$ cat src/hdl/bbrp_pkg.sv
// Shared types and constants of the box blur row pass unit.
// No dependencies; referenced by every module of the block.
package bbrp_pkg;

    localparam int MAX_BOX_DEF     = 32;
    localparam int QUEUE_DEPTH_DEF = 4;

    localparam int CH_W       = 8;
    localparam int PIX_W      = 4 * CH_W;
    localparam int POS_W      = 16;
    localparam int SIZE_W     = 6;
    localparam int OFF_W      = 5;
    localparam int CFG_IDX_W  = 2;
    localparam int CFG_DATA_W = 6;
    localparam int DIST_W     = POS_W + 2;

    localparam logic [CFG_IDX_W-1:0] REG_BOX_SIZE   = CFG_IDX_W'(0);
    localparam logic [CFG_IDX_W-1:0] REG_BOX_OFFSET = CFG_IDX_W'(1);

    localparam logic [POS_W-1:0] POS_FULL = '1;

    typedef struct packed {
        logic [CH_W-1:0] red_in;
        logic [CH_W-1:0] green_in;
        logic [CH_W-1:0] blue_in;
        logic [CH_W-1:0] alpha_in;
        logic            row_end;
    } t_pix_in;

    typedef struct packed {
        logic [CH_W-1:0] red_out;
        logic [CH_W-1:0] green_out;
        logic [CH_W-1:0] blue_out;
        logic [CH_W-1:0] alpha_out;
        logic            row_last;
        logic            run_last;
    } t_pix_out;

    // effective window, already clamped
    typedef struct packed {
        logic [SIZE_W-1:0] box;
        logic [OFF_W-1:0]  off;
    } t_cfg;

    // one classified source pixel on its way to the back end
    typedef struct packed {
        logic [PIX_W-1:0] pixel;    // red in the low byte
        logic [POS_W-1:0] pos;
        logic [POS_W-1:0] x_start;
        logic [POS_W-1:0] hi;
        logic             emit;     // at least one output completes
        logic             row_end;  // row closes with this pixel
        logic             pass;     // pass-through mode
    } t_job;

    localparam int JOB_W = $bits(t_job);

endpackage

$ cat src/hdl/box_blur_row_pass_unit.sv
// Box blur row pass unit, top level: front end, job queue and back end.
// Uses bbrp_pkg, bbrp_front, bbrp_queue and bbrp_back.
//
// Usage: source pixels (RGBA plus a row-end flag) enter on the push/full
// queue side; averaged pixels leave on the empty/pop side, oldest first,
// each with row_last and run_last marks. Configuration registers (index 0
// box size, index 1 box offset) are written with i_cfg_we, by the user only
// while the block is idle (unenforced); any such write also restarts the row.
// Timing: with box size 0 a pixel passes through and the block takes one
// pixel per cycle while the receiver keeps up; the pixel goes through the
// job queue into the result register. Otherwise the back end takes a pixel
// and, for each output it completes, reads the history memory once per
// window pixel, accumulates the reads, runs eight divider steps on all four
// channels at once and loads the result register when it is free. A pixel
// that completes no output is only stored in the history memory. The front
// keeps taking pixels into a four-entry queue while the back end works.
// Reset (synchronous, active low) clears registers, positions and queues;
// the history memory needs no clearing. A receiver that holds off pop
// stalls the back end, then the queue fills and full rises.
module box_blur_row_pass_unit #(
    parameter int MAX_BOX     = bbrp_pkg::MAX_BOX_DEF,
    parameter int QUEUE_DEPTH = bbrp_pkg::QUEUE_DEPTH_DEF
) (
    input  logic                            i_clk,
    input  logic                            i_rst_n,
    input  logic                            i_cfg_we,
    input  logic [bbrp_pkg::CFG_IDX_W-1:0]  i_cfg_idx,
    input  logic [bbrp_pkg::CFG_DATA_W-1:0] i_cfg_data,
    input  logic                            push,
    output logic                            full,
    input  bbrp_pkg::t_pix_in               i_pix,
    output logic                            empty,
    input  logic                            pop,
    output bbrp_pkg::t_pix_out              o_pix
);
    import bbrp_pkg::*;

    logic             q_push;
    logic             q_full;
    logic             q_pop;
    logic             q_empty;
    t_job             front_job;
    t_job             back_job;
    t_cfg             cfg;
    logic [JOB_W-1:0] q_wdata;
    logic [JOB_W-1:0] q_rdata;

    assign full     = q_full;
    assign q_wdata  = front_job;
    assign back_job = q_rdata;

    bbrp_front #(
        .MAX_BOX (MAX_BOX)
    ) u_front (
        .i_clk      (i_clk),
        .i_rst_n    (i_rst_n),
        .i_cfg_we   (i_cfg_we),
        .i_cfg_idx  (i_cfg_idx),
        .i_cfg_data (i_cfg_data),
        .i_push     (push),
        .i_pix      (i_pix),
        .i_q_full   (q_full),
        .o_q_push   (q_push),
        .o_job      (front_job),
        .o_cfg      (cfg)
    );

    bbrp_queue #(
        .DATA_W (JOB_W),
        .DEPTH  (QUEUE_DEPTH)
    ) u_queue (
        .i_clk   (i_clk),
        .i_rst_n (i_rst_n),
        .i_push  (q_push),
        .i_data  (q_wdata),
        .o_full  (q_full),
        .i_pop   (q_pop),
        .o_data  (q_rdata),
        .o_empty (q_empty)
    );

    bbrp_back #(
        .MAX_BOX (MAX_BOX)
    ) u_back (
        .i_clk     (i_clk),
        .i_rst_n   (i_rst_n),
        .i_cfg     (cfg),
        .i_q_empty (q_empty),
        .i_job     (back_job),
        .o_q_pop   (q_pop),
        .i_pop     (pop),
        .o_empty   (empty),
        .o_pix     (o_pix)
    );

endmodule

$ cat src/hdl/bbrp_front.sv
// Front end of the box blur row pass unit: configuration registers, row
// bookkeeping and classification of each source pixel. Uses bbrp_pkg.
module bbrp_front #(
    parameter int MAX_BOX = bbrp_pkg::MAX_BOX_DEF
) (
    input  logic                           i_clk,
    input  logic                           i_rst_n,
    input  logic                           i_cfg_we,
    input  logic [bbrp_pkg::CFG_IDX_W-1:0]  i_cfg_idx,
    input  logic [bbrp_pkg::CFG_DATA_W-1:0] i_cfg_data,
    input  logic                           i_push,
    input  bbrp_pkg::t_pix_in              i_pix,
    input  logic                           i_q_full,
    output logic                           o_q_push,
    output bbrp_pkg::t_job                 o_job,
    output bbrp_pkg::t_cfg                 o_cfg
);
    import bbrp_pkg::*;

    logic [SIZE_W-1:0] r_box_size;
    logic [OFF_W-1:0]  r_box_off;
    logic [POS_W-1:0]  r_in_pos;
    logic [POS_W-1:0]  r_out_pos;
    logic [POS_W-1:0]  n_in_pos;
    logic [POS_W-1:0]  n_out_pos;

    logic [SIZE_W-1:0]       eff_box;
    logic [OFF_W-1:0]        eff_off;
    logic [SIZE_W-1:0]       lag;
    logic                    pass;
    logic                    end_eff;
    logic                    emit;
    logic                    cfg_hit;
    logic signed [DIST_W-1:0] hi_s;

    always_comb begin
        eff_box = (32'(r_box_size) > MAX_BOX) ? SIZE_W'(MAX_BOX) : r_box_size;
        eff_off = ({1'b0, r_box_off} >= eff_box) ? OFF_W'(eff_box - SIZE_W'(1)) : r_box_off;
        pass    = (r_box_size == '0);
        end_eff = i_pix.row_end || (r_in_pos == POS_FULL);
        // outputs lag the input by the part of the window right of the output
        lag     = eff_box - SIZE_W'(1) - SIZE_W'(eff_off);
        hi_s    = end_eff ? $signed({2'b00, r_in_pos})
                          : $signed({2'b00, r_in_pos}) - $signed(DIST_W'(lag));
        emit    = hi_s >= $signed({2'b00, r_out_pos});
        n_in_pos  = end_eff ? '0 : r_in_pos + POS_W'(1);
        n_out_pos = end_eff ? '0 : (emit ? hi_s[POS_W-1:0] + POS_W'(1) : r_out_pos);
        cfg_hit   = i_cfg_we && (i_cfg_idx == REG_BOX_SIZE || i_cfg_idx == REG_BOX_OFFSET);
    end

    assign o_q_push = i_push && !i_q_full;

    always_comb begin
        o_job.pixel   = {i_pix.alpha_in, i_pix.blue_in, i_pix.green_in, i_pix.red_in};
        o_job.pos     = r_in_pos;
        o_job.x_start = r_out_pos;
        o_job.hi      = hi_s[POS_W-1:0];
        o_job.emit    = emit;
        o_job.row_end = end_eff;
        o_job.pass    = pass;
        o_cfg.box     = eff_box;
        o_cfg.off     = eff_off;
    end

    always_ff @(posedge i_clk) begin
        if (!i_rst_n) begin
            r_box_size <= '0;
            r_box_off  <= '0;
            r_in_pos   <= '0;
            r_out_pos  <= '0;
        end else if (cfg_hit) begin
            if (i_cfg_idx == REG_BOX_SIZE) begin
                r_box_size <= i_cfg_data[SIZE_W-1:0];
            end else begin
                r_box_off <= i_cfg_data[OFF_W-1:0];
            end
            // restart the row
            r_in_pos  <= '0;
            r_out_pos <= '0;
        end else if (o_q_push && !pass) begin
            r_in_pos  <= n_in_pos;
            r_out_pos <= n_out_pos;
        end
    end

endmodule

$ cat src/hdl/bbrp_queue.sv
// Short first-in first-out queue between front and back end.
// Generic width; uses bbrp_pkg only for its parameter defaults.
module bbrp_queue #(
    parameter int DATA_W = bbrp_pkg::JOB_W,
    parameter int DEPTH  = bbrp_pkg::QUEUE_DEPTH_DEF
) (
    input  logic              i_clk,
    input  logic              i_rst_n,
    input  logic              i_push,
    input  logic [DATA_W-1:0] i_data,
    output logic              o_full,
    input  logic              i_pop,
    output logic [DATA_W-1:0] o_data,
    output logic              o_empty
);
    localparam int PW = (DEPTH > 1) ? $clog2(DEPTH) : 1;
    localparam int CW = $clog2(DEPTH + 1);

    logic [DATA_W-1:0] r_mem [DEPTH];
    logic [PW-1:0]     r_wr;
    logic [PW-1:0]     r_rd;
    logic [CW-1:0]     r_cnt;
    logic              do_push;
    logic              do_pop;

    assign o_full  = (r_cnt == CW'(DEPTH));
    assign o_empty = (r_cnt == '0);
    assign o_data  = r_mem[r_rd];
    assign do_push = i_push && !o_full;
    assign do_pop  = i_pop && !o_empty;

    always_ff @(posedge i_clk) begin
        if (do_push) begin
            r_mem[r_wr] <= i_data;
        end
    end

    always_ff @(posedge i_clk) begin
        if (!i_rst_n) begin
            r_wr  <= '0;
            r_rd  <= '0;
            r_cnt <= '0;
        end else begin
            if (do_push) begin
                r_wr <= (r_wr == PW'(DEPTH - 1)) ? '0 : r_wr + PW'(1);
            end
            if (do_pop) begin
                r_rd <= (r_rd == PW'(DEPTH - 1)) ? '0 : r_rd + PW'(1);
            end
            if (do_push && !do_pop) begin
                r_cnt <= r_cnt + CW'(1);
            end else if (do_pop && !do_push) begin
                r_cnt <= r_cnt - CW'(1);
            end
        end
    end

`ifndef SYNTHESIS
    a_full_not_empty: assert property (@(posedge i_clk) disable iff (!i_rst_n)
        o_full |-> !o_empty)
        else $error("queue full and empty at once");
    a_cnt_bound: assert property (@(posedge i_clk) disable iff (!i_rst_n)
        (r_cnt <= CW'(DEPTH)) && (r_cnt != '0 || r_wr == r_rd))
        else $error("queue count out of range or pointers disagree");
`endif

endmodule

$ cat src/hdl/bbrp_back.sv
// Back end of the box blur row pass unit: pixel history memory, window
// accumulation, per-channel divider and the result register. Uses bbrp_pkg.
module bbrp_back #(
    parameter int MAX_BOX = bbrp_pkg::MAX_BOX_DEF
) (
    input  logic               i_clk,
    input  logic               i_rst_n,
    input  bbrp_pkg::t_cfg     i_cfg,
    input  logic               i_q_empty,
    input  bbrp_pkg::t_job     i_job,
    output logic               o_q_pop,
    input  logic               i_pop,
    output logic               o_empty,
    output bbrp_pkg::t_pix_out o_pix
);
    import bbrp_pkg::*;

    localparam int AW = (MAX_BOX > 1) ? $clog2(MAX_BOX) : 1;
    localparam int CW = $clog2(MAX_BOX + 1);
    localparam int SW = $clog2(MAX_BOX * 255 + 1);
    localparam int RW = CW + 1;

    localparam logic [1:0] S_IDLE = 2'd0;
    localparam logic [1:0] S_SUM  = 2'd1;
    localparam logic [1:0] S_DIV  = 2'd2;
    localparam logic [1:0] S_EMIT = 2'd3;

    logic [1:0] r_state;
    logic [1:0] n_state;

    logic [PIX_W-1:0] r_hist [MAX_BOX];
    logic [PIX_W-1:0] r_first;
    logic [PIX_W-1:0] r_rd_data;
    logic             r_rd_first;
    logic             r_acc_v;

    logic [POS_W-1:0] r_pos;
    logic [POS_W-1:0] r_hi;
    logic [POS_W-1:0] r_x;
    logic             r_end;
    logic [AW-1:0]    r_slot_p;
    logic [AW-1:0]    r_slot_next;
    logic [CW-1:0]    r_cnt;
    logic signed [DIST_W-1:0] r_d;
    logic signed [DIST_W-1:0] r_dbase;

    logic [SW-1:0]   r_sum [4];
    logic [RW-1:0]   r_rem [4];
    logic [CH_W-1:0] r_quo [4];
    logic [2:0]      r_div_cnt;

    t_pix_out r_out;
    logic     r_out_v;

    logic                     out_free;
    logic                     take;
    logic                     pass_load;
    logic                     emit_load;
    logic                     issue;
    logic                     use_first;
    logic                     sum_done;
    logic                     last_x;
    logic [CW-1:0]            b_cnt;
    logic [RW-1:0]            b_rem;
    logic [AW-1:0]            d_eff;
    logic [AW-1:0]            rd_slot;
    logic [AW-1:0]            wr_slot;
    logic [AW:0]              wrap_slot;
    logic signed [DIST_W-1:0] dbase0;
    logic [PIX_W-1:0]         acc_px;
    logic [RW-1:0]            step_t [4];
    logic                     step_ge [4];

    assign out_free  = !r_out_v || i_pop;
    assign o_q_pop   = (r_state == S_IDLE) && !i_q_empty && (!i_job.pass || out_free);
    assign take      = o_q_pop;
    assign pass_load = take && i_job.pass;
    assign emit_load = (r_state == S_EMIT) && out_free;
    assign b_cnt     = CW'(i_cfg.box);
    assign b_rem     = RW'(i_cfg.box);
    assign issue     = (r_state == S_SUM) && (r_cnt != b_cnt);
    assign sum_done  = (r_state == S_SUM) && !issue && !r_acc_v;
    assign last_x    = (r_x == r_hi);
    assign o_empty   = !r_out_v;
    assign o_pix     = r_out;

    always_comb begin
        // distance back from the newest pixel; past the row start reads pixel 0
        use_first = r_d >= $signed({2'b00, r_pos});
        d_eff     = (r_d[DIST_W-1] || r_d == '0) ? '0 : r_d[AW-1:0];
        wrap_slot = (AW + 1)'(r_slot_p) + (AW + 1)'(MAX_BOX) - (AW + 1)'(d_eff);
        rd_slot   = (r_slot_p >= d_eff) ? r_slot_p - d_eff : wrap_slot[AW-1:0];
        wr_slot   = (i_job.pos == '0) ? '0 : r_slot_next;
        dbase0    = $signed({2'b00, i_job.pos}) - $signed({2'b00, i_job.x_start})
                    + $signed(DIST_W'(i_cfg.off));
        acc_px    = r_rd_first ? r_first : r_rd_data;
        for (int c = 0; c < 4; c++) begin
            step_t[c]  = {r_rem[c][RW-2:0], r_quo[c][CH_W-1]};
            step_ge[c] = step_t[c] >= b_rem;
        end
    end

    always_comb begin
        n_state = r_state;
        unique case (r_state)
            S_IDLE: begin
                if (take && !i_job.pass && i_job.emit) begin
                    n_state = S_SUM;
                end
            end
            S_SUM: begin
                if (sum_done) begin
                    n_state = S_DIV;
                end
            end
            S_DIV: begin
                if (r_div_cnt == 3'd7) begin
                    n_state = S_EMIT;
                end
            end
            S_EMIT: begin
                if (emit_load) begin
                    n_state = last_x ? S_IDLE : S_SUM;
                end
            end
            default: n_state = S_IDLE;
        endcase
    end

    always_ff @(posedge i_clk) begin
        if (!i_rst_n) begin
            r_state <= S_IDLE;
            r_out_v <= 1'b0;
            r_acc_v <= 1'b0;
        end else begin
            r_state <= n_state;
            r_acc_v <= issue;
            if (pass_load || emit_load) begin
                r_out_v <= 1'b1;
            end else if (i_pop) begin
                r_out_v <= 1'b0;
            end
        end
    end

    // history memory: one write port, one registered read port
    always_ff @(posedge i_clk) begin
        if (take && !i_job.pass) begin
            r_hist[wr_slot] <= i_job.pixel;
        end
        if (issue) begin
            r_rd_data <= r_hist[rd_slot];
        end
    end

    always_ff @(posedge i_clk) begin
        if (take && !i_job.pass) begin
            if (i_job.pos == '0) begin
                r_first <= i_job.pixel;
            end
            r_pos       <= i_job.pos;
            r_hi        <= i_job.hi;
            r_end       <= i_job.row_end;
            r_x         <= i_job.x_start;
            r_dbase     <= dbase0;
            r_d         <= dbase0;
            r_cnt       <= '0;
            r_slot_p    <= wr_slot;
            r_slot_next <= (wr_slot == AW'(MAX_BOX - 1)) ? '0 : wr_slot + AW'(1);
            for (int c = 0; c < 4; c++) begin
                r_sum[c] <= '0;
            end
        end

        if (issue) begin
            r_cnt      <= r_cnt + CW'(1);
            r_d        <= r_d - DIST_W'(1);
            r_rd_first <= use_first;
        end

        if (r_state == S_SUM && r_acc_v) begin
            for (int c = 0; c < 4; c++) begin
                r_sum[c] <= r_sum[c] + SW'(acc_px[CH_W*c +: CH_W]);
            end
        end

        // the quotient fits in a channel, so only its low eight bits are developed
        if (sum_done) begin
            r_div_cnt <= '0;
            for (int c = 0; c < 4; c++) begin
                r_rem[c] <= RW'(r_sum[c] >> CH_W);
                r_quo[c] <= r_sum[c][CH_W-1:0];
            end
        end

        if (r_state == S_DIV) begin
            r_div_cnt <= r_div_cnt + 3'd1;
            for (int c = 0; c < 4; c++) begin
                r_rem[c] <= step_ge[c] ? step_t[c] - b_rem : step_t[c];
                r_quo[c] <= {r_quo[c][CH_W-2:0], step_ge[c]};
            end
        end

        if (emit_load && !last_x) begin
            // advance to the next output of this run
            r_x     <= r_x + POS_W'(1);
            r_dbase <= r_dbase - DIST_W'(1);
            r_d     <= r_dbase - DIST_W'(1);
            r_cnt   <= '0;
            for (int c = 0; c < 4; c++) begin
                r_sum[c] <= '0;
            end
        end

        if (pass_load) begin
            r_out.red_out   <= i_job.pixel[0*CH_W +: CH_W];
            r_out.green_out <= i_job.pixel[1*CH_W +: CH_W];
            r_out.blue_out  <= i_job.pixel[2*CH_W +: CH_W];
            r_out.alpha_out <= i_job.pixel[3*CH_W +: CH_W];
            r_out.row_last  <= i_job.row_end;
            r_out.run_last  <= 1'b1;
        end else if (emit_load) begin
            r_out.red_out   <= r_quo[0];
            r_out.green_out <= r_quo[1];
            r_out.blue_out  <= r_quo[2];
            r_out.alpha_out <= r_quo[3];
            r_out.row_last  <= r_end && last_x;
            r_out.run_last  <= last_x;
        end
    end

`ifndef SYNTHESIS
    a_rem_below_box: assert property (@(posedge i_clk) disable iff (!i_rst_n)
        (r_state == S_DIV) |-> (r_rem[0] < b_rem) && (r_rem[3] < b_rem))
        else $error("divider remainder not below box size");
    a_cnt_bound: assert property (@(posedge i_clk) disable iff (!i_rst_n)
        (r_state == S_SUM) |-> (r_cnt <= b_cnt))
        else $error("window read count past box size");
    a_window_in_history: assert property (@(posedge i_clk) disable iff (!i_rst_n)
        (issue && !use_first) |-> (7'(d_eff) < 7'(i_cfg.box)))
        else $error("window reaches beyond stored history");
`endif

endmodule

$ cat config.mk
export PLATFORM = sky130hd
export DESIGN_NAME = box_blur_row_pass_unit
export DESIGN_NICKNAME = d
export VERILOG_FILES = /design/src/hdl/bbrp_pkg.sv /design/src/hdl/box_blur_row_pass_unit.sv /design/src/hdl/bbrp_front.sv /design/src/hdl/bbrp_queue.sv /design/src/hdl/bbrp_back.sv
export SDC_FILE = /design/constraint.sdc
export NUM_CORES = 2
export LEC_CHECK = 0
export BUFFER_PORTS_ARGS = -buffer_cell sky130_fd_sc_hd__clkbuf_2
export CAP_MARGIN = 10
export CORE_AREA = 2 2 384 386
export CTS_BUF_LIST = sky130_fd_sc_hd__clkbuf_4
export CTS_CLUSTER_SIZE = 14
export DETAILED_ROUTE_END_ITERATION = 7
export DIE_AREA = 0 0 386 388
export PLACE_DENSITY = 0.67
export SLEW_MARGIN = 40
export SYNTH_ARGS = -nofsm -noshare
export SYNTH_HDL_FRONTEND = slang
export SYNTH_SLANG_ARGS = --single-unit
$ cat constraint.sdc
create_clock -name i_clk -period 12.05 [get_ports i_clk]
set_input_delay 0 -clock i_clk [delete_from_list [all_inputs] [get_ports i_clk]]
set_output_delay 0 -clock i_clk [all_outputs]
set_load 0.05 [all_outputs]
# Word-level counts from Yosys, hierarchy flattened
# Memories as Yosys holds them, arrays and structs flattened. A register that Yosys moved wholly into a read port is not among the register bits.
# Cells that the tools add are included.
dict set report totals {
  ram_bits 1468
  memories 5
  word_cells 227
  out_inout_bits 36
  register_bits 225
  inputBits 46
}
dict set report classes {
  add_sub_neg 28
  n_reduce_logical 55
  n_lt_le_gt_ge 9
  n_mux 68
  bitwise_logic 18
  n_eq_ne 16
}
# memory words word_bits read_ports rd_ports_with_merged_regs wr line
set mem_list {}
lappend mem_list {u_back.r_hist 32 32 1 1 1 bbrp_back.sv:31} ;# logic [PIX_W-1:0] r_hist [MAX_BOX];
lappend mem_list {u_queue.r_mem 4 83 1 1 1 bbrp_queue.sv:19} ;# logic [DATA_W-1:0] r_mem [DEPTH];
lappend mem_list {u_back.r_sum 4 13 4 0 4 bbrp_back.sv:47} ;# logic [SW-1:0] r_sum [4];
lappend mem_list {u_back.r_quo 4 8 4 0 4 bbrp_back.sv:49} ;# logic [CH_W-1:0] r_quo [4];
lappend mem_list {u_back.r_rem 4 7 4 0 4 bbrp_back.sv:48} ;# logic [RW-1:0] r_rem [4];
# operator n
set op_table {}
lappend op_table {{13-bit two-way mux} 8}
lappend op_table {{18-bit two-way mux} 5}
lappend op_table {{16-bit two-way mux} 5}
lappend op_table {{34-bit two-way mux} 2}
lappend op_table {{7-bit two-way mux} 8}
lappend op_table {{13-bit by 8-bit adder with 13-bit output} 4}
lappend op_table {{16-bit by 1-bit adder with 16-bit output, second input constant} 3}
lappend op_table {{18-bit by 17-bit >= comparator with 1-bit output} 2}
lappend op_table {{18-bit by 2-bit subtractor with 18-bit output, second input constant} 2}
lappend op_table {{32-bit two-way mux} 1}
lappend op_table {{8-bit two-way mux} 4}
lappend op_table {{7-bit by 6-bit >= comparator with 1-bit output} 4}
lappend op_table {{7-bit by 6-bit subtractor with 7-bit output} 4}
lappend op_table {{5-bit two-way mux} 4}
lappend op_table {{1-bit logical AND} 19}
lappend op_table {{18-bit by 6-bit adder with 18-bit output} 1}
lappend op_table {{18-bit logical NOT} 1}
lappend op_table {{6-bit two-way mux} 3}
lappend op_table {{16-bit by 16-bit subtractor with 17-bit output} 1}
lappend op_table {{16-bit by 6-bit subtractor with 17-bit output} 1}
lappend op_table {{16-bit equality test} 1}
lappend op_table {{16-bit equality test, second input constant} 1}
lappend op_table {{16-bit logical NOT} 1}
lappend op_table {{2-bit two-way mux} 8}
lappend op_table {{other kinds (33)} 101}

# Longest topological paths before layout
dict set report logic_depth {
  depth_word 10
  mapped_depth 35
  depth_no_buf 33
}

# Hierarchy
# From an unflattened synthesis, not the netlist that was laid out.
dict set report hier_totals {
  hier_cells 4565
  hier_area_um2 73305.3
}
# module cells_each area_per_inst_um2 instances
set modules_own_cells {}
lappend modules_own_cells {bbrp_back 3585 56940.9 1}
lappend modules_own_cells {bbrp_queue 484 12453.2 1}
lappend modules_own_cells {bbrp_front 496 3911.3 1}

# Worst setup path after synthesis
# OpenSTA, ideal clock, no wires.
dict set report synth_path {
  path_kind {register to register}
  from {register u_front.r_box_size[5]}
  to {register u_front.r_out_pos[2]}
  setup_time_ps 128
  arrival_ps 6532
  path_slack_ps 5390
  path_stages_with_launch 34
  cell_sequence {dfxtp_1 clkbuf_1 nor2b_1 ha_1 nand2b_1 a21oi_1 nor2b_1 o21ai_0 nand2b_1 a21oi_1 nor2_1 mux2i_1 ha_1 inv_1 fa_1 a21o_1 a21oi_1 xor2_1 ha_1 or2_2 o221ai_1 o21ai_0 xnor2_1 ha_1 a21oi_1 nor2_1 a2111oi_0 nor2_1 a211oi_1 a21oi_1 o21a_1 buf_2 mux2i_1 nor2_1}
}
# item line
set synth_lines {}
lappend synth_lines {{from (decl)} bbrp_front.sv:20} ;# logic [SIZE_W-1:0] r_box_size;
lappend synth_lines {{from (signal assigned)} bbrp_front.sv:73} ;# r_box_size <= i_cfg_data[SIZE_W-1:0];
lappend synth_lines {{to (signal assigned)} bbrp_front.sv:82} ;# r_out_pos <= n_out_pos;
lappend synth_lines {{to (decl)} bbrp_front.sv:23} ;# logic [POS_W-1:0] r_out_pos;

==> results.md <==
* Top-count cell post-synth: edfxtp_1
* Peak VDD IR at 0.000316 V
* Post-synth cell types at between 80 and 90
* Min-Delay Path Class: in2reg
* Final wirelength at between 150000 and 200000 um
* Area of the core at roughly 150000 um^2
* Async S/R FF share, synth at 0
* CTS tree: done
* CP max-delay cell: xnor2_1
* Status: finished, violations left
* Register area at 50900 um^2
* Pwr Total at around 0.023 W
* Worst-Skew Late Latency at between 1000 and 1500 ps
* EDFF count, synth at 1634
* Critical path class: reg2reg
* Slowest stage delay, CP at 690 ps
* Hold Vio Cnt, Final at 0
* Final Critical Period at approximately 9400 ps
* Post-DRT Antenna Nets at 0
* Vias in the first global route at just over 40000
* Yosys Warn Count at 0
* RR Startpoint: u_front.r_box_size[5]
* Pre-CTS setup slack at around 3500 ps
* Die Footprint at 150000 um^2
* Synth Register Bits at between 1500 and 2000
* Leakage at 28.0 nW
* Initial DRC count at around 4400
* Router iterations before antenna repair at 8
* Pwr dens at approximately 280 nW/um^2
* Share of layout cells above drive strength 1 at 0.283
* Worst slew pin tran at approximately 900 ps
* Final Net Count at approximately 4900
* Largest net degree at the start of global routing at a little under 70
* GRT overflow at 0
* TNS Setup at 0 ps
* Synth area leader: edfxtp_1
* Critical Path AT at 10660 ps
* Syn avg cell area at about 18 um^2
* CTS root buf: clkbuf_4
* Sequential power share at 0.369
* Register area share after synthesis at 0.702
* Cts repair resizes at 0
* Worst EP required at 13270 ps
* Routability cong. at approximately 0.85
* Via count at between 40000 and 50000
* Commonest cells post-synth: 1634 x edfxtp_1, 403 x mux4_2, 234 x nand2_1, 180 x nor2_1, 155 x ha_1
* I/O Pins at about 80
* Longest Clk Path Bufs at 4
* Clock share of power at 0.208
* Slew Viols, Final at 0
* Gate power share at 0.422
* CTS clock-pin slew for the worst setup and hold paths at 70 ps
* RSZ-0062 raised after global routing: no
* Die H at between 300 and 400 um
* GRT Overall Usage at 0.241
* Internal at approximately 0.015 W
* Mapped Nets at ~4300
* Worst Setup SP: u_front.r_box_size[5]
* Failing checks: DRC
* WHS at around 150 ps
* Final setup margin at 2610 ps
* Initial antenna violation count at 4
* Max-Cap Viols at 0
* # fillers at roughly 11000
* Standard-cell rows at 140
* TritonCTS Buffers at around 440
* Synth top area cells: edfxtp_1 68%, mux4_2 13%, ha_1 2.7%
* Post-Synthesis Cells at ~4100
* Die W at between 300 and 400 um
* Synth top area share at 0.678
* Net Switching at a little over 0.008 W
* Via-to-Cell Ratio at between 5 and 6
* First-pass GRT wire length at 264000 um
* Max Fclk at between 100 and 150 MHz
* Worst slew margin relative to its limit at 0.401
* Post-Route Skew at between 100 and 150 ps
* Area of the multi-input gates at approximately 21000 um^2
* Placed wire-length estimate at a little under 100000 um
* Tcrit/Tclk final at 0.784
* TritonCTS sink count at approximately 1700
* # DRC at 1
* Drt wl/cell at 26.0 um
* Syn Std Cell Area at between 70000 and 80000 um^2
* Hold Crit Start: i_cfg_data[0]
* Crit Path Max Fanout at 13
* Final setup viols at 0
* Dominant synthesized flop cell: edfxtp_1
* PortBufs at 81
* H-tree levels at 5
* CP dominant cell by count: a21oi_1
* P&R area growth vs syn at 13.5%
* Sw Ratio at 0.358
* Crit start category: register
* Initial core utilization at 0.499
* Critical path endpoint category: register
placed cells by master, fill, tap and decap left out, drive strengths merged, types with 52 or more instances in the layout:
cell         Yosys  layout
a21oi          143     143
and2            52      52
buf             40      67
clkbuf         125     738
clkinv           1      90
dfxtp           89      89
dlygate4sd3      0     140
edfxtp        1634    1634
ha             155     155
inv            148     152
mux2            94      94
mux4           403     403
nand2          234     234
nand3           81      81
nor2           180     180
o21ai          120     120
xnor2          101     101
xor2            72      72
critical path: cells and delay by family (launching register included):
kind	cells	cell delay (ps)
compound gates	13	3200
simple gates	9	1760
fa+ha+maj	5	1650
buf+inv	3	1210
xor+xnor	2	840
flops	1	400
mux	1	280
registers in the layout, summed over array words and instances (netlist names), 3 cells and up, named ones only:
signal / cells
u_back.o_pix: 34
u_back.r_cnt: 6
u_back.r_d: 18
u_back.r_dbase: 18
u_back.r_div_cnt: 3
u_back.r_first: 32
u_back.r_hi: 16
u_back.r_hist: 1024
u_back.r_pos: 16
u_back.r_quo: 32
u_back.r_rd_data: 32
u_back.r_rem: 24
u_back.r_slot_next: 5
u_back.r_slot_p: 5
u_back.r_sum: 52
u_back.r_x: 16
u_front.r_box_off: 5
u_front.r_box_size: 6
u_front.r_in_pos: 16
u_front.r_out_pos: 16
u_queue.r_cnt: 3
u_queue.r_mem: 332
power groups by stage:
stage / Sequential (W) / Clock, W / Combinational, W
global placement: 0.00861 / 0 / 0.00955
finish: 0.00850 / 0.00479 / 0.00972
detailed placement: 0.00862 / 0 / 0.00972
global route: 0.00855 / 0.00519 / 0.0105
floorplan: 0.00865 / 0 / 0.00676
CTS: 0.00850 / 0.00488 / 0.00979
layer usage:
layer  track usage  vias to the layer above  share of wire
li1              -                    17600              -
met1         0.347                    21000           0.42
met2         0.375                     1800           0.47
met3        0.0406                      317          0.078
met4        0.0801                        2          0.022
met5             0                        -       0.000045
through the flow:
step	utilization	cells	instance area, um^2
2_1_floorplan	-	4077	72400
3_3_place_gp	0.518	5965	75200
3_5_place_dp	0.519	5972	75300
4_1_cts	0.565	6863	82100
5_1_grt	0.566	6876	82200
6_report	0.566	6877	82200
cell families after synthesis:
| group | Yosys count | share of synthesized area |
|---|---|---|
| fa+ha+maj | 169 | 0.0307 |
| compound gates | 422 | 0.0358 |
| mux | 523 | 0.144 |
| flops | 1723 | 0.702 |
| buf+inv | 314 | 0.0169 |
| simple gates | 753 | 0.0500 |
| xor+xnor | 173 | 0.0209 |
final timing paths:
path,cells past startpoint,endpoint,slack (ps)
worst min-delay path,5,u_front.r_box_off[0],150
worst max register to register,33,u_front.r_out_pos[6],2610
worst max-delay path,33,u_front.r_out_pos[6],2610
worst min register to register,2,u_back.o_pix[0],450
area by class of cell:
type | count | share of cell area
Clock buffer | 657 | 0.0600
Inverter | 149 | 0.00680
Multi-Input combinational cell | 2040 | 0.250
Tap cell | 1917 | 0.0292
Clock inverter | 94 | 0.00458
Timing Repair Buffer | 288 | 0.0305
Sequential cell | 1723 | 0.619
Antenna cell | 9 | 0.000274
what timing repair did:
action	in CTS	in global routing
endpoints found under the hold margin	551	0
hold buffers	140	0
buffers inserted	0	0
(Power assumes the default switching activity.)
